$ cat config.mk
export PLATFORM = sky130hd
export DESIGN_NAME = kiss_ax25_frame_decoder_top_flat
export DESIGN_NICKNAME = d
export VERILOG_FILES = /design/src/kad_pkg.sv /design/src/kad_if.sv /design/src/kad_front.sv /design/src/kad_fifo.sv /design/src/kad_back.sv /design/src/kiss_ax25_frame_decoder_top.sv /design/src/flat_wrapper.sv
export SDC_FILE = /design/constraint.sdc
export NUM_CORES = 1
export LEC_CHECK = 0
export ABC_CLOCK_PERIOD_IN_PS = 6500
export BUFFER_PORTS_ARGS = -buffer_cell sky130_fd_sc_hd__buf_4
export CORE_MARGIN = 2
export CORE_UTILIZATION = 36
export DETAILED_ROUTE_END_ITERATION = 6
export HOLD_SLACK_MARGIN = 0.02
export PLACE_DENSITY = 0.53
export SETUP_SLACK_MARGIN = 0.1
export SLEW_MARGIN = 25
export SYNTH_ARGS = -nofsm -noshare
export SYNTH_HDL_FRONTEND = slang
export SYNTH_SLANG_ARGS = --single-unit
$ cat constraint.sdc
create_clock -name clk -period 6.5 [get_ports clk]
set_clock_uncertainty 0.1 [all_clocks]
set_input_delay 0.65 -clock clk [delete_from_list [all_inputs] [get_ports clk]]
set_output_delay 0.65 -clock clk [all_outputs]
set_load 0.05 [all_outputs]
$ cat src/kad_pkg.sv
// Package: shared constants, codes and queue entry type for the KISS frame decoder.
`timescale 1ns / 1ps

package kad_pkg;

	localparam int KAD_MAX_MTU  = 256;
	localparam int QUEUE_DEPTH  = 4;
	localparam int PTR_W        = $clog2(QUEUE_DEPTH);
	localparam int CNT_W        = $clog2(QUEUE_DEPTH + 1);

	localparam int MAXLEN_W     = 9;
	localparam int MINLEN_W     = 8;
	localparam int PLEN_W       = 9;
	localparam int CFG_IDX_W    = 1;
	localparam int CFG_DATA_W   = 9;

	localparam logic [MAXLEN_W-1:0] MAX_LENGTH_RST = 9'd256;
	localparam logic [MINLEN_W-1:0] MIN_LENGTH_RST = 8'd24;

	localparam logic [7:0] K_FEND  = 8'hC0;
	localparam logic [7:0] K_FESC  = 8'hDB;
	localparam logic [7:0] K_TFEND = 8'hDC;
	localparam logic [7:0] K_TFESC = 8'hDD;

	localparam int HDR_SKIP      = 16;
	localparam int PAYLOAD_START = 20;
	localparam int LEN_OVERHEAD  = 21;

	localparam logic [CFG_IDX_W-1:0] REG_MAX_LENGTH = 1'b0;
	localparam logic [CFG_IDX_W-1:0] REG_MIN_LENGTH = 1'b1;

	typedef enum logic [2:0] {
		KIND_DISCARD  = 3'd0,
		KIND_ID       = 3'd1,
		KIND_PAYLOAD  = 3'd2,
		KIND_ACCEPT   = 3'd3,
		KIND_SHORT    = 3'd4,
		KIND_OVERFLOW = 3'd5
	} kad_kind_t;

	// One queued record: up to two results of one input byte.
	typedef struct packed {
		kad_kind_t         kind;
		logic              two;   // a discarded-byte result follows
		logic [7:0]        data;
		logic [31:0]       id;
		logic [PLEN_W-1:0] plen;
		logic [31:0]       good;
		logic [31:0]       err;
	} kad_entry_t;

	typedef struct packed {
		logic full;
		logic empty;
	} kad_q_status_t;

endpackage

$ cat src/kad_if.sv
// Interfaces: byte input channel and result output channel.
`timescale 1ns / 1ps

interface kad_in_if;
	logic       valid;
	logic       ready;
	logic [7:0] rx_byte;

	modport source (output valid, output rx_byte, input ready);
	modport sink (input valid, input rx_byte, output ready);
endinterface

interface kad_out_if;
	logic        valid;
	logic        ready;
	logic [2:0]  kind;
	logic [7:0]  data_byte;
	logic [31:0] frame_id;
	logic [8:0]  payload_length;
	logic [31:0] good_frames;
	logic [31:0] error_frames;
	logic        last;

	modport source (output valid, output kind, output data_byte, output frame_id,
		output payload_length, output good_frames, output error_frames, output last,
		input ready);
	modport sink (input valid, input kind, input data_byte, input frame_id,
		input payload_length, input good_frames, input error_frames, input last,
		output ready);
endinterface

$ cat src/kad_front.sv
// Front end: takes bytes, runs the KISS deframing state and builds queue records.
`timescale 1ns / 1ps

module kad_front import kad_pkg::*; #(
	parameter int MAX_MTU = KAD_MAX_MTU
) (
	input  logic                  clk,
	input  logic                  arst_n,
	kad_in_if.sink                byte_ch,
	input  logic                  cfg_wr_en,
	input  logic [CFG_IDX_W-1:0]  cfg_index,
	input  logic [CFG_DATA_W-1:0] cfg_wdata,
	input  kad_q_status_t         q_status,
	output logic                  push,
	output kad_entry_t            entry
);

	localparam int LEN_RAW = $clog2(MAX_MTU + 2);
	localparam int LEN_W   = (LEN_RAW > MAXLEN_W) ? LEN_RAW : MAXLEN_W;
	localparam logic [LEN_W-1:0] MTU_L   = LEN_W'(MAX_MTU);
	localparam logic [LEN_W-1:0] HDR_L   = LEN_W'(HDR_SKIP);
	localparam logic [LEN_W-1:0] PAY_L   = LEN_W'(PAYLOAD_START);
	localparam logic [LEN_W-1:0] LAST_ID = LEN_W'(PAYLOAD_START - 1);
	localparam logic [LEN_W-1:0] OVH_L   = LEN_W'(LEN_OVERHEAD);
	localparam logic [MINLEN_W-1:0] MIN_FLOOR = MINLEN_W'(LEN_OVERHEAD);

	typedef enum logic [2:0] {
		MODE_IDLE = 3'b001,
		MODE_OPEN = 3'b010,
		MODE_ESC  = 3'b100
	} kad_mode_t;

	logic [MAXLEN_W-1:0] max_length_q;
	logic [MINLEN_W-1:0] min_length_q;

	kad_mode_t         mode_q, mode_n, mode_eff;
	logic [LEN_W-1:0]  len_q, len_n, len_eff;
	logic              skip_q, skip_n;
	logic [31:0]       id_q, id_n;
	logic [7:0]        held_q, held_n;
	logic              hv_q, hv_n, hv_eff;
	logic [31:0]       good_q, good_n;
	logic [31:0]       err_q, err_n;

	logic [LEN_W-1:0]    limit, max_ext;
	logic [MINLEN_W-1:0] minl;
	logic                ovf;
	logic                store_en;
	logic [7:0]          store_val;
	logic                emit;
	logic                accept;
	logic [7:0]          b;

	assign b       = byte_ch.rx_byte;
	assign max_ext = LEN_W'(max_length_q);
	assign limit   = (max_ext < MTU_L) ? max_ext : MTU_L;
	assign minl    = (min_length_q < MIN_FLOOR) ? MIN_FLOOR : min_length_q;
	assign ovf     = (mode_q != MODE_IDLE) && (len_q > limit);

	assign byte_ch.ready = !q_status.full;
	assign accept        = byte_ch.valid && byte_ch.ready;
	assign push          = accept && emit;

	always_comb begin
		mode_eff  = ovf ? MODE_IDLE : mode_q;
		len_eff   = ovf ? '0 : len_q;
		hv_eff    = ovf ? 1'b0 : hv_q;
		mode_n    = mode_eff;
		len_n     = len_eff;
		skip_n    = skip_q;
		id_n      = id_q;
		held_n    = ovf ? 8'h00 : held_q;
		hv_n      = hv_eff;
		good_n    = good_q;
		err_n     = ovf ? err_q + 32'd1 : err_q;
		store_en  = 1'b0;
		store_val = b;
		emit      = ovf;
		entry     = '0;
		entry.kind = KIND_OVERFLOW;

		unique case (mode_eff)
			MODE_IDLE: begin
				if (b != K_FEND) begin
					emit       = 1'b1;
					entry.two  = ovf;
					entry.kind = ovf ? KIND_OVERFLOW : KIND_DISCARD;
					entry.data = b;
				end else begin
					mode_n = MODE_OPEN;
					len_n  = '0;
					skip_n = 1'b1;
					id_n   = '0;
					hv_n   = 1'b0;
					held_n = 8'h00;
				end
			end
			MODE_ESC: begin
				mode_n = MODE_OPEN;
				if (b == K_TFESC) begin
					store_en  = 1'b1;
					store_val = K_FESC;
				end else if (b == K_TFEND) begin
					store_en  = 1'b1;
					store_val = K_FEND;
				end
			end
			MODE_OPEN: begin
				if (b == K_FESC) begin
					mode_n = MODE_ESC;
				end else if (b == K_FEND) begin
					if (len_eff != '0) begin
						emit = 1'b1;
						if (len_eff < LEN_W'(minl)) begin
							err_n      = err_q + 32'd1;
							entry.kind = KIND_SHORT;
						end else begin
							good_n     = good_q + 32'd1;
							entry.kind = KIND_ACCEPT;
							entry.plen = PLEN_W'(len_eff - OVH_L);
						end
						mode_n = MODE_IDLE;
						len_n  = '0;
						hv_n   = 1'b0;
						held_n = 8'h00;
					end
				end else if (skip_q) begin
					skip_n = 1'b0;
				end else begin
					store_en = 1'b1;
				end
			end
			default: begin
				mode_n = MODE_IDLE;
			end
		endcase

		if (store_en) begin
			if (len_eff >= HDR_L && len_eff < PAY_L) begin
				id_n = {id_q[23:0], store_val};
				if (len_eff == LAST_ID) begin
					emit       = 1'b1;
					entry.kind = KIND_ID;
					entry.id   = id_n;
				end
			end else if (len_eff >= PAY_L) begin
				if (hv_eff) begin
					emit       = 1'b1;
					entry.kind = KIND_PAYLOAD;
					entry.data = held_q;
				end
				held_n = store_val;
				hv_n   = 1'b1;
			end
			len_n = len_eff + LEN_W'(1);
		end

		entry.good = good_n;
		entry.err  = err_n;
	end

	always_ff @(posedge clk or negedge arst_n) begin
		if (!arst_n) begin
			max_length_q <= MAX_LENGTH_RST;
			min_length_q <= MIN_LENGTH_RST;
		end else if (cfg_wr_en) begin
			if (cfg_index == REG_MAX_LENGTH) begin
				max_length_q <= cfg_wdata;
			end else if (cfg_index == REG_MIN_LENGTH) begin
				min_length_q <= cfg_wdata[MINLEN_W-1:0];
			end
		end
	end

	always_ff @(posedge clk or negedge arst_n) begin
		if (!arst_n) begin
			mode_q <= MODE_IDLE;
			len_q  <= '0;
			skip_q <= 1'b0;
			id_q   <= '0;
			held_q <= '0;
			hv_q   <= 1'b0;
			good_q <= '0;
			err_q  <= '0;
		end else if (accept) begin
			mode_q <= mode_n;
			len_q  <= len_n;
			skip_q <= skip_n;
			id_q   <= id_n;
			held_q <= held_n;
			hv_q   <= hv_n;
			good_q <= good_n;
			err_q  <= err_n;
		end
	end

endmodule

$ cat src/kad_fifo.sv
// Record queue between the front end and the output sequencer.
`timescale 1ns / 1ps

module kad_fifo import kad_pkg::*; (
	input  logic          clk,
	input  logic          arst_n,
	input  logic          push,
	input  kad_entry_t    wr_entry,
	input  logic          pop,
	output kad_q_status_t status,
	output kad_entry_t    head
);

	kad_entry_t       mem_q [QUEUE_DEPTH];
	logic [PTR_W-1:0] wr_ptr_q, rd_ptr_q;
	logic [CNT_W-1:0] count_q;

	assign status.full  = (count_q == CNT_W'(QUEUE_DEPTH));
	assign status.empty = (count_q == '0);
	assign head         = mem_q[rd_ptr_q];

	always_ff @(posedge clk) begin
		if (push) begin
			mem_q[wr_ptr_q] <= wr_entry;
		end
	end

	always_ff @(posedge clk or negedge arst_n) begin
		if (!arst_n) begin
			wr_ptr_q <= '0;
			rd_ptr_q <= '0;
			count_q  <= '0;
		end else begin
			if (push) begin
				wr_ptr_q <= (wr_ptr_q == PTR_W'(QUEUE_DEPTH - 1)) ? '0 : wr_ptr_q + PTR_W'(1);
			end
			if (pop) begin
				rd_ptr_q <= (rd_ptr_q == PTR_W'(QUEUE_DEPTH - 1)) ? '0 : rd_ptr_q + PTR_W'(1);
			end
			if (push && !pop) begin
				count_q <= count_q + CNT_W'(1);
			end else if (pop && !push) begin
				count_q <= count_q - CNT_W'(1);
			end
		end
	end

endmodule

$ cat src/kad_back.sv
// Output sequencer: drives the result channel from queued records.
`timescale 1ns / 1ps

module kad_back import kad_pkg::*; (
	input  logic          clk,
	input  logic          arst_n,
	input  kad_q_status_t q_status,
	input  kad_entry_t    head,
	output logic          pop,
	kad_out_if.source     result_ch
);

	logic phase_q;   // second result of a two-result record
	logic xfer;

	assign result_ch.valid = !q_status.empty;
	assign xfer            = result_ch.valid && result_ch.ready;
	assign pop             = xfer && (!head.two || phase_q);

	assign result_ch.kind           = phase_q ? KIND_DISCARD : head.kind;
	assign result_ch.data_byte      = (phase_q || head.kind != KIND_OVERFLOW) ?
		head.data : 8'h00;
	assign result_ch.frame_id       = head.id;
	assign result_ch.payload_length = head.plen;
	assign result_ch.good_frames    = head.good;
	assign result_ch.error_frames   = head.err;
	assign result_ch.last           = !head.two || phase_q;

	always_ff @(posedge clk or negedge arst_n) begin
		if (!arst_n) begin
			phase_q <= 1'b0;
		end else if (xfer) begin
			phase_q <= head.two && !phase_q;
		end
	end

endmodule

$ cat src/kiss_ax25_frame_decoder_top.sv
// KISS / AX.25 frame decoder: one received serial byte in, decoded results out.
//
// byte_ch carries one serial byte per transfer (valid/ready). result_ch gives
// the results each byte causes: discarded bytes outside a frame, the 32-bit
// frame identifier, payload bytes (one byte late), frame accept with payload
// length, short-frame and overflow errors, plus running good/error counts.
// last marks the final result of a byte; bytes with no result give nothing.
// cfg_wr_en/cfg_index/cfg_wdata write max_length (0) and min_length (1);
// write only while the block is idle.
// A result is offered from the record queue once its byte's record is in it.
// Throughput: one byte per cycle in while the queue is not full, one result per
// cycle out while ready is high; a discarded byte ending an overflow gives two results.
// The front end and the output side are parted by a four-record queue, so
// byte_ch keeps flowing while result_ch stalls until the queue fills; then
// byte_ch.ready drops.
// Reset clears the frame state, the counters and the queue, and restores the
// registers to 256 and 24.
`timescale 1ns / 1ps

module kiss_ax25_frame_decoder_top import kad_pkg::*; #(
	parameter int MAX_MTU = KAD_MAX_MTU
) (
	input  logic                  clk,
	input  logic                  arst_n,
	kad_in_if.sink                byte_ch,
	kad_out_if.source             result_ch,
	input  logic                  cfg_wr_en,
	input  logic [CFG_IDX_W-1:0]  cfg_index,
	input  logic [CFG_DATA_W-1:0] cfg_wdata
);

	kad_q_status_t q_status;
	kad_entry_t    wr_entry;
	kad_entry_t    head;
	logic          push;
	logic          pop;

	kad_front #(
		.MAX_MTU (MAX_MTU)
	) u_front (
		.clk       (clk),
		.arst_n    (arst_n),
		.byte_ch   (byte_ch),
		.cfg_wr_en (cfg_wr_en),
		.cfg_index (cfg_index),
		.cfg_wdata (cfg_wdata),
		.q_status  (q_status),
		.push      (push),
		.entry     (wr_entry)
	);

	kad_fifo u_fifo (
		.clk      (clk),
		.arst_n   (arst_n),
		.push     (push),
		.wr_entry (wr_entry),
		.pop      (pop),
		.status   (q_status),
		.head     (head)
	);

	kad_back u_back (
		.clk       (clk),
		.arst_n    (arst_n),
		.q_status  (q_status),
		.head      (head),
		.pop       (pop),
		.result_ch (result_ch)
	);

endmodule

$ cat src/flat_wrapper.sv
// flat-port wrapper written by rule: the top's interface ports become plain ports
module kiss_ax25_frame_decoder_top_flat import kad_pkg::*;
#(
	parameter int MAX_MTU = KAD_MAX_MTU
)
  (clk, arst_n, cfg_wr_en, cfg_index, cfg_wdata, byte_ch_valid, byte_ch_rx_byte, byte_ch_ready, result_ch_valid, result_ch_kind, result_ch_data_byte, result_ch_frame_id, result_ch_payload_length, result_ch_good_frames, result_ch_error_frames, result_ch_last, result_ch_ready);
  kad_in_if byte_ch_i ();
  kad_out_if result_ch_i ();
  input  logic clk;
  input  logic arst_n;
  input  logic cfg_wr_en;
  input  logic [CFG_IDX_W-1:0] cfg_index;
  input  logic [CFG_DATA_W-1:0] cfg_wdata;
  input wire logic [$bits(byte_ch_i.valid)-1:0] byte_ch_valid;
  input wire logic [$bits(byte_ch_i.rx_byte)-1:0] byte_ch_rx_byte;
  output wire logic [$bits(byte_ch_i.ready)-1:0] byte_ch_ready;
  output wire logic [$bits(result_ch_i.valid)-1:0] result_ch_valid;
  output wire logic [$bits(result_ch_i.kind)-1:0] result_ch_kind;
  output wire logic [$bits(result_ch_i.data_byte)-1:0] result_ch_data_byte;
  output wire logic [$bits(result_ch_i.frame_id)-1:0] result_ch_frame_id;
  output wire logic [$bits(result_ch_i.payload_length)-1:0] result_ch_payload_length;
  output wire logic [$bits(result_ch_i.good_frames)-1:0] result_ch_good_frames;
  output wire logic [$bits(result_ch_i.error_frames)-1:0] result_ch_error_frames;
  output wire logic [$bits(result_ch_i.last)-1:0] result_ch_last;
  input wire logic [$bits(result_ch_i.ready)-1:0] result_ch_ready;
  assign byte_ch_i.valid = byte_ch_valid;
  assign byte_ch_i.rx_byte = byte_ch_rx_byte;
  assign byte_ch_ready = byte_ch_i.ready;
  assign result_ch_valid = result_ch_i.valid;
  assign result_ch_kind = result_ch_i.kind;
  assign result_ch_data_byte = result_ch_i.data_byte;
  assign result_ch_frame_id = result_ch_i.frame_id;
  assign result_ch_payload_length = result_ch_i.payload_length;
  assign result_ch_good_frames = result_ch_i.good_frames;
  assign result_ch_error_frames = result_ch_i.error_frames;
  assign result_ch_last = result_ch_i.last;
  assign result_ch_i.ready = result_ch_ready;
  kiss_ax25_frame_decoder_top #(.MAX_MTU(MAX_MTU)) u_core (.clk(clk), .arst_n(arst_n), .byte_ch(byte_ch_i), .result_ch(result_ch_i), .cfg_wr_en(cfg_wr_en), .cfg_index(cfg_index), .cfg_wdata(cfg_wdata));
endmodule
## Word-level counts from Yosys, hierarchy flattened

Memory sizes are Yosys's and may differ from the RTL's.
Index checks and enable logic that the tools add are counted.

- Flip-flop bits (word level): 143
- Bits in writable memories: 468
- Input port bits: 23
- Output and inout port bits: 119
- Word-level logic and storage cells: 175
- Memories kept: 1

Memories:

| name | words | width | rd ports | clocked after memory_dff | write ports | RTL line | text |
|---|---|---|---|---|---|---|---|
| u_core.u_fifo.mem_q | 4 | 117 | 1 | 0 | 1 | kad_fifo.sv:14 | `kad_entry_t mem_q [QUEUE_DEPTH];` |

- Add/subtract/negate cells: 8
- $lt $le $gt $ge: 7
- Equal/unequal tests: 17
- Muxes and demuxes: 103
- Bitwise gates (word level): 1
- Reductions and logical operators: 24

Operators by type and width:

| cell | count |
|---|---|
| 32-bit two-way mux | 17 |
| 8-bit two-way mux | 16 |
| 9-bit two-way mux | 13 |
| 32-bit by 1-bit adder with 32-bit output, second input constant | 2 |
| 3-bit two-way mux | 18 |
| 40-bit two-way mux | 1 |
| 8-bit == test, second input constant | 4 |
| 1-bit two-way mux | 27 |
| 9-bit by 5-bit >= comparator with 1-bit output, second input constant | 2 |
| 9-bit case mux with 2 select lines | 1 |
| 8-bit case mux with 2 select lines | 1 |
| 12-bit two-way mux | 1 |
| 9-bit by 1-bit adder with 9-bit output, second input constant | 1 |
| 9-bit by 5-bit == test with 1-bit output, second input constant | 1 |
| 9-bit greater-than comparator | 1 |
| 1-bit logical AND | 9 |
| 9-bit by 5-bit < comparator with 1-bit output, second input constant | 1 |
| 9-bit by 8-bit < comparator with 1-bit output | 1 |
| 9-bit < comparator, second input constant | 1 |
| 3-bit case mux with 3 select lines | 1 |
| 9-bit nonzero test | 1 |
| 9-bit by 5-bit subtractor with 9-bit output, second input constant | 1 |
| 8-bit by 5-bit < comparator with 1-bit output, second input constant | 1 |
| 8-bit != test, second input constant | 1 |
| 20 further kinds | 37 |

## Logic depth before layout (Yosys ltp)

- Depth after elaboration: 19
- Mapped depth: 23
- Gate-level depth less buffers: 20

## Cells and area by module

A second synthesis with hierarchy kept.

- Cell total of the unflattened synthesis: 1662
- Area total of the unflattened synthesis: 26241.4 um2

Modules (own cells, without submodules):

| module | instances | cells an instance | area an instance (um2) | sequential area each (um2) |
|---|---|---|---|---|
| kad_fifo | 1 | 648 | 17402.9 | 14228.6 |
| kad_front | 1 | 890 | 7891.3 | 3183.1 |
| kad_back | 1 | 124 | 947.2 | 25.0 |

## Least setup slack after synthesis

Ideal clock, no wire load.

- Kind: reg-to-reg
- From: register u_core.u_front.max_length_q[8] (netlist: u_core.u_front.max_ext[8])
- To: memory u_core.u_fifo.mem_q[1][0] in the netlist's numbering (enable)
- Arrival: 6344 ps
- Data required time: 5910 ps
- Slack: -433 ps
- Cell stages (with the launch flop): 19
- Path buffers: 3
- Period minus slack after synthesis: 6933 ps
- Cell sequence: dfstp_2 -> clkinv_1 -> nand2_1 -> ha_1 -> a21o_1 -> a21o_1 -> a2111oi_4 -> or2_1 -> buf_4 -> buf_2 -> buf_2 -> nand2_1 -> ha_1 -> nor4b_1 -> a21boi_1 -> nand2_1 -> nand3_1 -> o21a_4 -> and2_1

- Longest elaborated chain between the ends: 17
- Elaborated cells between the ends (all ways): 30
- Classes of those cells: order compare: 5; eq/ne: 4; mux: 17; reduce/logical: 4

RTL lines:

| item | RTL line | text |
|---|---|---|
| from (decl) | kad_front.sv:33 | `logic [MAXLEN_W-1:0] max_length_q;` |
| from (signal assigned) | kad_front.sv:168 | `max_length_q <= cfg_wdata;` |
| 9-bit < comparator | kad_front.sv:56 | `assign limit = (max_ext < MTU_L) ? max_ext : MTU_L;` |
| 9-bit two-way mux (*) | kad_front.sv:56 |  |
| 9-bit greater-than comparator (*) | kad_front.sv:58 | `assign ovf = (mode_q != MODE_IDLE) && (len_q > limit);` |
| 1-bit logical AND (*) | kad_front.sv:58 |  |
| 9-bit two-way mux | kad_front.sv:66 | `len_eff = ovf ? '0 : len_q;` |
| 9-bit nonzero test | kad_front.sv:112 | `if (len_eff != '0) begin` |
| 1-bit two-way mux | kad_front.sv:112 |  |
| 1-bit two-way mux | kad_front.sv:111 | `end else if (b == K_FEND) begin` |
| [... 2 more ...] | n/a |  |
| 1-bit two-way mux | kad_front.sv:147 | `if (hv_eff) begin` |
| 1-bit two-way mux | kad_front.sv:146 | `end else if (len_eff >= PAY_L) begin` |
| 1-bit two-way mux | kad_front.sv:139 | `if (len_eff >= HDR_L && len_eff < PAY_L) begin` |
| 1-bit two-way mux (*) | kad_front.sv:138 | `if (store_en) begin` |
| 1-bit logical AND (*) | kad_front.sv:62 | `assign push = accept && emit;` |
| named net u_core.push | kiss_ax25_frame_decoder_top.sv:35 | `logic push;` |
| 1-bit two-way mux (*) | kad_fifo.sv:23 | `if (push) begin` |
| 1-bit two-way mux (not written as such) (*) | kad_fifo.sv:24 | `mem_q[wr_ptr_q] <= wr_entry;` |
| to (decl) | kad_fifo.sv:14 |  |

Mark *: on every way through the listed nets, which the timed path passes. The rest lies on a longest branch.

==> impl_summary.md <==
Synth
The warning count from the yosys run is 0. By instance count, the leading cell after synthesis is edfxtp_1. In this run the cell area of the synthesized design comes to approximately 25,000 sq um. In the synthesized netlist the async set-or-reset flop fraction comes to approximately 22%. The share of the synthesized area in the top cell type is about 55%. The number of unique standard cell types used by synthesis is 74.

Yosys mapped a number of flops with a built-in enable equal to around 470. Among all flip-flop cells after synthesis, the most frequent one is edfxtp_1. The sequential fraction of the synthesis area is 68.62%.

The count of mapped cells out of synthesis is 1,573. In this run, synthesis produced a sequential element count of 603. Sorting the synthesized cells by area gives the leading types as edfxtp_1, dfrtp_1, mux4_2, xnor2_1, nand2_1.

The average instance area after synthesis is ~16 sq um. In the synthesized netlist, the cells that appear most often are edfxtp_1, nand2_1, dfrtp_1. The library cell occupying the most area in the post-synthesis netlist is edfxtp_1. The number of nets in the synthesized netlist is 1,624.

Critical path
In this run the worst path has a maximum fanout of 13. The largest delay contributor family on the critical path is simple AND/OR/NAND/NOR gates. The kind of start point of the critical path is a flip-flop.

The element type at the critical path end is a flip-flop. In this design, the stage delay of the slowest critical-path cell is between 0.7 and 0.8 ns. The worst path required time is around 6.8 ns. The critical path goes through clkinv_1, nand2_1, ha_1, a21o_1, a21o_1, a2111oi_4, or2_1, nand2_1, inv_1, ha_1, nand4_1, a211oi_1, o32a_1, nand4_1, nor4_2, xor2_1. The setup slack of the most critical reg-to-reg path is ~0.74 ns. The slowest stage of the critical path belongs to the cell nand4_1.

At the worst endpoint, the arrival time is roughly 6.0 ns. The critical path class is flip-flop to flip-flop. Counting both buffers and inverters, the worst setup path holds a total of 2.

Final layout
The number of antenna diodes in the final layout is 0. The multi-input combinational cell area is 7611 sq um. The share of final-layout standard cells stronger than drive strength 1 is 24.78%.

The area of all placed cells without fillers is around 30,000 sq um. The total area of sequential cells is roughly 17,000 sq um. The filler cell count is about 6,400. The count of placed standard cells in the final layout, fillers left out is 2,732. The post-route core utilization is between 40% and 50%. The signed area change from the synthesized netlist to the final layout is 17.45%.

In the final design database the tool counted around 1,800 nets.

Detailed routing
The via density per instance is 5.055. The starting DRC count in detailed routing is roughly 1,100. In this run the remaining antenna-violating nets after routing total 0. The first detailed-routing pass took 5 iterations. The post-detailed-route DRC marker count is 0. In the final routed layout, each cell accounts on average for around 21 um.

The sum of routed wire length over all layers is 57,360 um. Summing over every cut layer, the via total after detailed routing is about 14,000.

Clock tree
Clock tree synthesis found a total of roughly 600 sinks. At the later pin of the worst-skew pair, clock insertion delay measures about 0.60 ns. The post-CTS setup repair buffer count is 0.

After clock tree synthesis, the clock-pin slew on the worst setup and hold paths is 0.05 ns. Buffers inserted during clock tree synthesis total 68. The number of levels in the clock H-tree is 3. The number of resized instances in the post-cts repair step is 0. TritonCTS built the clock tree.

The root cell of the clock tree is clkbuf_16. The clock passes through at most 3 buffers. The hold buffer count at CTS is 0.

Place
The number of buffers added on ports is between 100 and 150. The total placed instance area is 27,690 sq um. Detailed placement finished with a half-perimeter wire length of 35,270 um. The weighted congestion at the end of routability-driven global placement is 0.8288.

The post-placement cell count is around 2,600.

Global routing
The global-route wire length before repair is approximately 89,000 um. The maximum number of pins on one net before global-route repair is 83. The initial antenna violation count is 0.

For this run the aggregate overflow at the end of global routing stands at 0. The via count of the first global-routing pass is between 10,000 and 15,000. The total global-route track usage is 15.91%.

Global routing consumed, on the met2 layer, between 20% and 30% of the routing resources. The met1 demand-to-capacity share in global routing is 21.35%. In this run the most used layer during global routing was met2. Global routing used under 10% of the available met3 tracks.

STA
The final count of hold timing violations is 0. The worst hold-check slack is 0.02733 ns. The measured slew at the worst slew-check pin is ~0.94 ns. For the final routed database, the setup TNS stands at 0 ns. The final critical path takes up between 80% and 90% of the cycle. The worst pin sits at a relative slew slack of a little under two fifths. For this run, the top clock speed supported by timing is 0.1736 GHz. Setup repair after global routing left no endpoint under its margin.

The number of pins with negative max-slew slack in the final report is 0. Subtracting the final worst setup slack from the clock period gives about 5.8 ns. The setup-violating endpoint count in the final report is 0.

Floorplan
The count of standard-cell rows is just under 100. The width of the die is between 200 and 300 um. Pin placement for this block handled around 140 I/O pins. The die footprint is around 73,000 sq um. The core region is 69,910 sq um. The initial utilization of the core area, before any placement, comes to around 36%. The overall die height is between 200 and 300 um.

Power and ir drop
The maximum vdd drop is roughly 0.31 mV. In this run the static leakage power is about 11 nW. The power density relative to cell area is ~440 nW/um^2.

Run status
The run finished with clean final reports.

Min path
In this run the worst hold path is classified as input pin to async pin.

Run
The reported max-cap violation count is 0.
placed cells by master (no fill, tap or decap), types with 13 or more instances in the layout:
| cell type | synthesis | routed |
|---|---|---|
| edfxtp_1 | 468 | 468 |
| buf_4 | 1 | 160 |
| nand2_1 | 154 | 154 |
| dfrtp_1 | 131 | 129 |
| mux4_2 | 117 | 117 |
| xnor2_1 | 76 | 76 |
| clkbuf_16 | 0 | 69 |
| nor2_1 | 67 | 67 |
| nand3_1 | 59 | 58 |
| xor2_1 | 57 | 57 |
| and2_1 | 43 | 39 |
| nor3_1 | 31 | 31 |
| ha_1 | 27 | 27 |
| o21ai_0 | 24 | 24 |
| inv_1 | 22 | 22 |
| nand4_1 | 22 | 22 |
| nor2b_1 | 20 | 20 |
| and3_1 | 20 | 20 |
| mux2_2 | 20 | 20 |
| a21oi_1 | 15 | 15 |
| clkinv_1 | 1 | 14 |
| clkbuf_1 | 38 | 14 |
| a22o_1 | 13 | 13 |
state kept, by name, indices dropped and copies added (netlist names):
signal	count
u_core.u_fifo.mem_q	468
u_core.u_front.err_q	32
u_core.u_front.good_q	32
u_core.u_front.id_q	24
u_core.u_front.len_q	9
u_core.u_front.max_ext	9
u_core.u_front.held_q	8
u_core.u_front.min_length_q	8
u_core.u_fifo.count_q	3
u_core.u_front.mode_q	3
u_core.u_fifo.rd_ptr_q	2
u_core.u_fifo.wr_ptr_q	2
u_core.u_back.phase_q	1
u_core.u_front.hv_q	1
u_core.u_front.skip_q	1
logic make-up after synthesis:
logic type      after synthesis  share of synthesized area [%]
mux                         140                          11.42
fa+ha+maj                    28                          1.408
buf+inv                      96                          1.541
simple gates                470                          9.449
xor+xnor                    133                          4.584
flops                       603                          68.62
compound gates              103                          2.984
worst paths after layout:
kind | start | end | cells past startpoint
min reg2reg | u_core.u_front.id_q[19] | u_core.u_front.id_q[19] | 2
max reg2reg | u_core.u_front.max_ext[8] | u_core.u_fifo.mem_q[2][62] | 16
max in group asynchronous | arst_n | u_core.u_fifo.rd_ptr_q[0] | 2
min in group clk | cfg_wdata[8] | u_core.u_front.max_ext[8] | 3
min | arst_n | u_core.u_front.good_q[10] | 1
max | u_core.u_front.max_ext[8] | u_core.u_fifo.mem_q[2][62] | 16
stage by stage:
step / setup WS (ns) / power, W
2_1_floorplan: 0.8617 / 0.008153
3_3_place_gp: 1.072 / 0.009626
3_5_place_dp: 0.7804 / 0.009652
4_1_cts: 0.7582 / 0.01339
5_1_grt: 0.2361 / 0.01372
6_report: 0.7396 / 0.01314
worst register-to-register path, stage by stage (launching register included):
cell and delay (ns):
dfstp_2 0.53, clkinv_1 0.19, nand2_1 0.14, ha_1 0.25
a21o_1 0.17, a21o_1 0.20, a2111oi_4 0.60, or2_1 0.43
nand2_1 0.18, inv_1 0.09, ha_1 0.15, nand4_1 0.15
a211oi_1 0.47, o32a_1 0.43, nand4_1 0.72, nor4_2 0.43
xor2_1 0.33
metal layers:
metal  wire length [um]  vias to the layer above  part of all wire (%)
li1                   -                     6318                     -
met4                941                        0                   1.6
met3               2953                       68                   5.1
met2              28220                      309                    49
met1              25240                     7115                    44
met5                  0                        -                     0
where the power goes:
| part | switching, W | leakage (nW) | total (W) | internal, W |
|---|---|---|---|---|
| clock network | 0.00152 | 1.05 | 0.00369 | 0.00218 |
| logic | 0.00298 | 3.89 | 0.00448 | 0.00150 |
| registers | 0.000235 | 6.38 | 0.00496 | 0.00473 |
| total | 0.00473 | 11.3 | 0.0131 | 0.00841 |
cell type report:
cell class                 instances  area share [%]
tap                              940           3.941
sequential                       603           58.45
inverter                          23          0.2893
multi-input combinational        874           25.50
timing repair buffer             169           4.624
clock buffer                      85           6.053
clock inverter                    38           1.144
No activity file was read; power rests on OpenSTA's default activity.
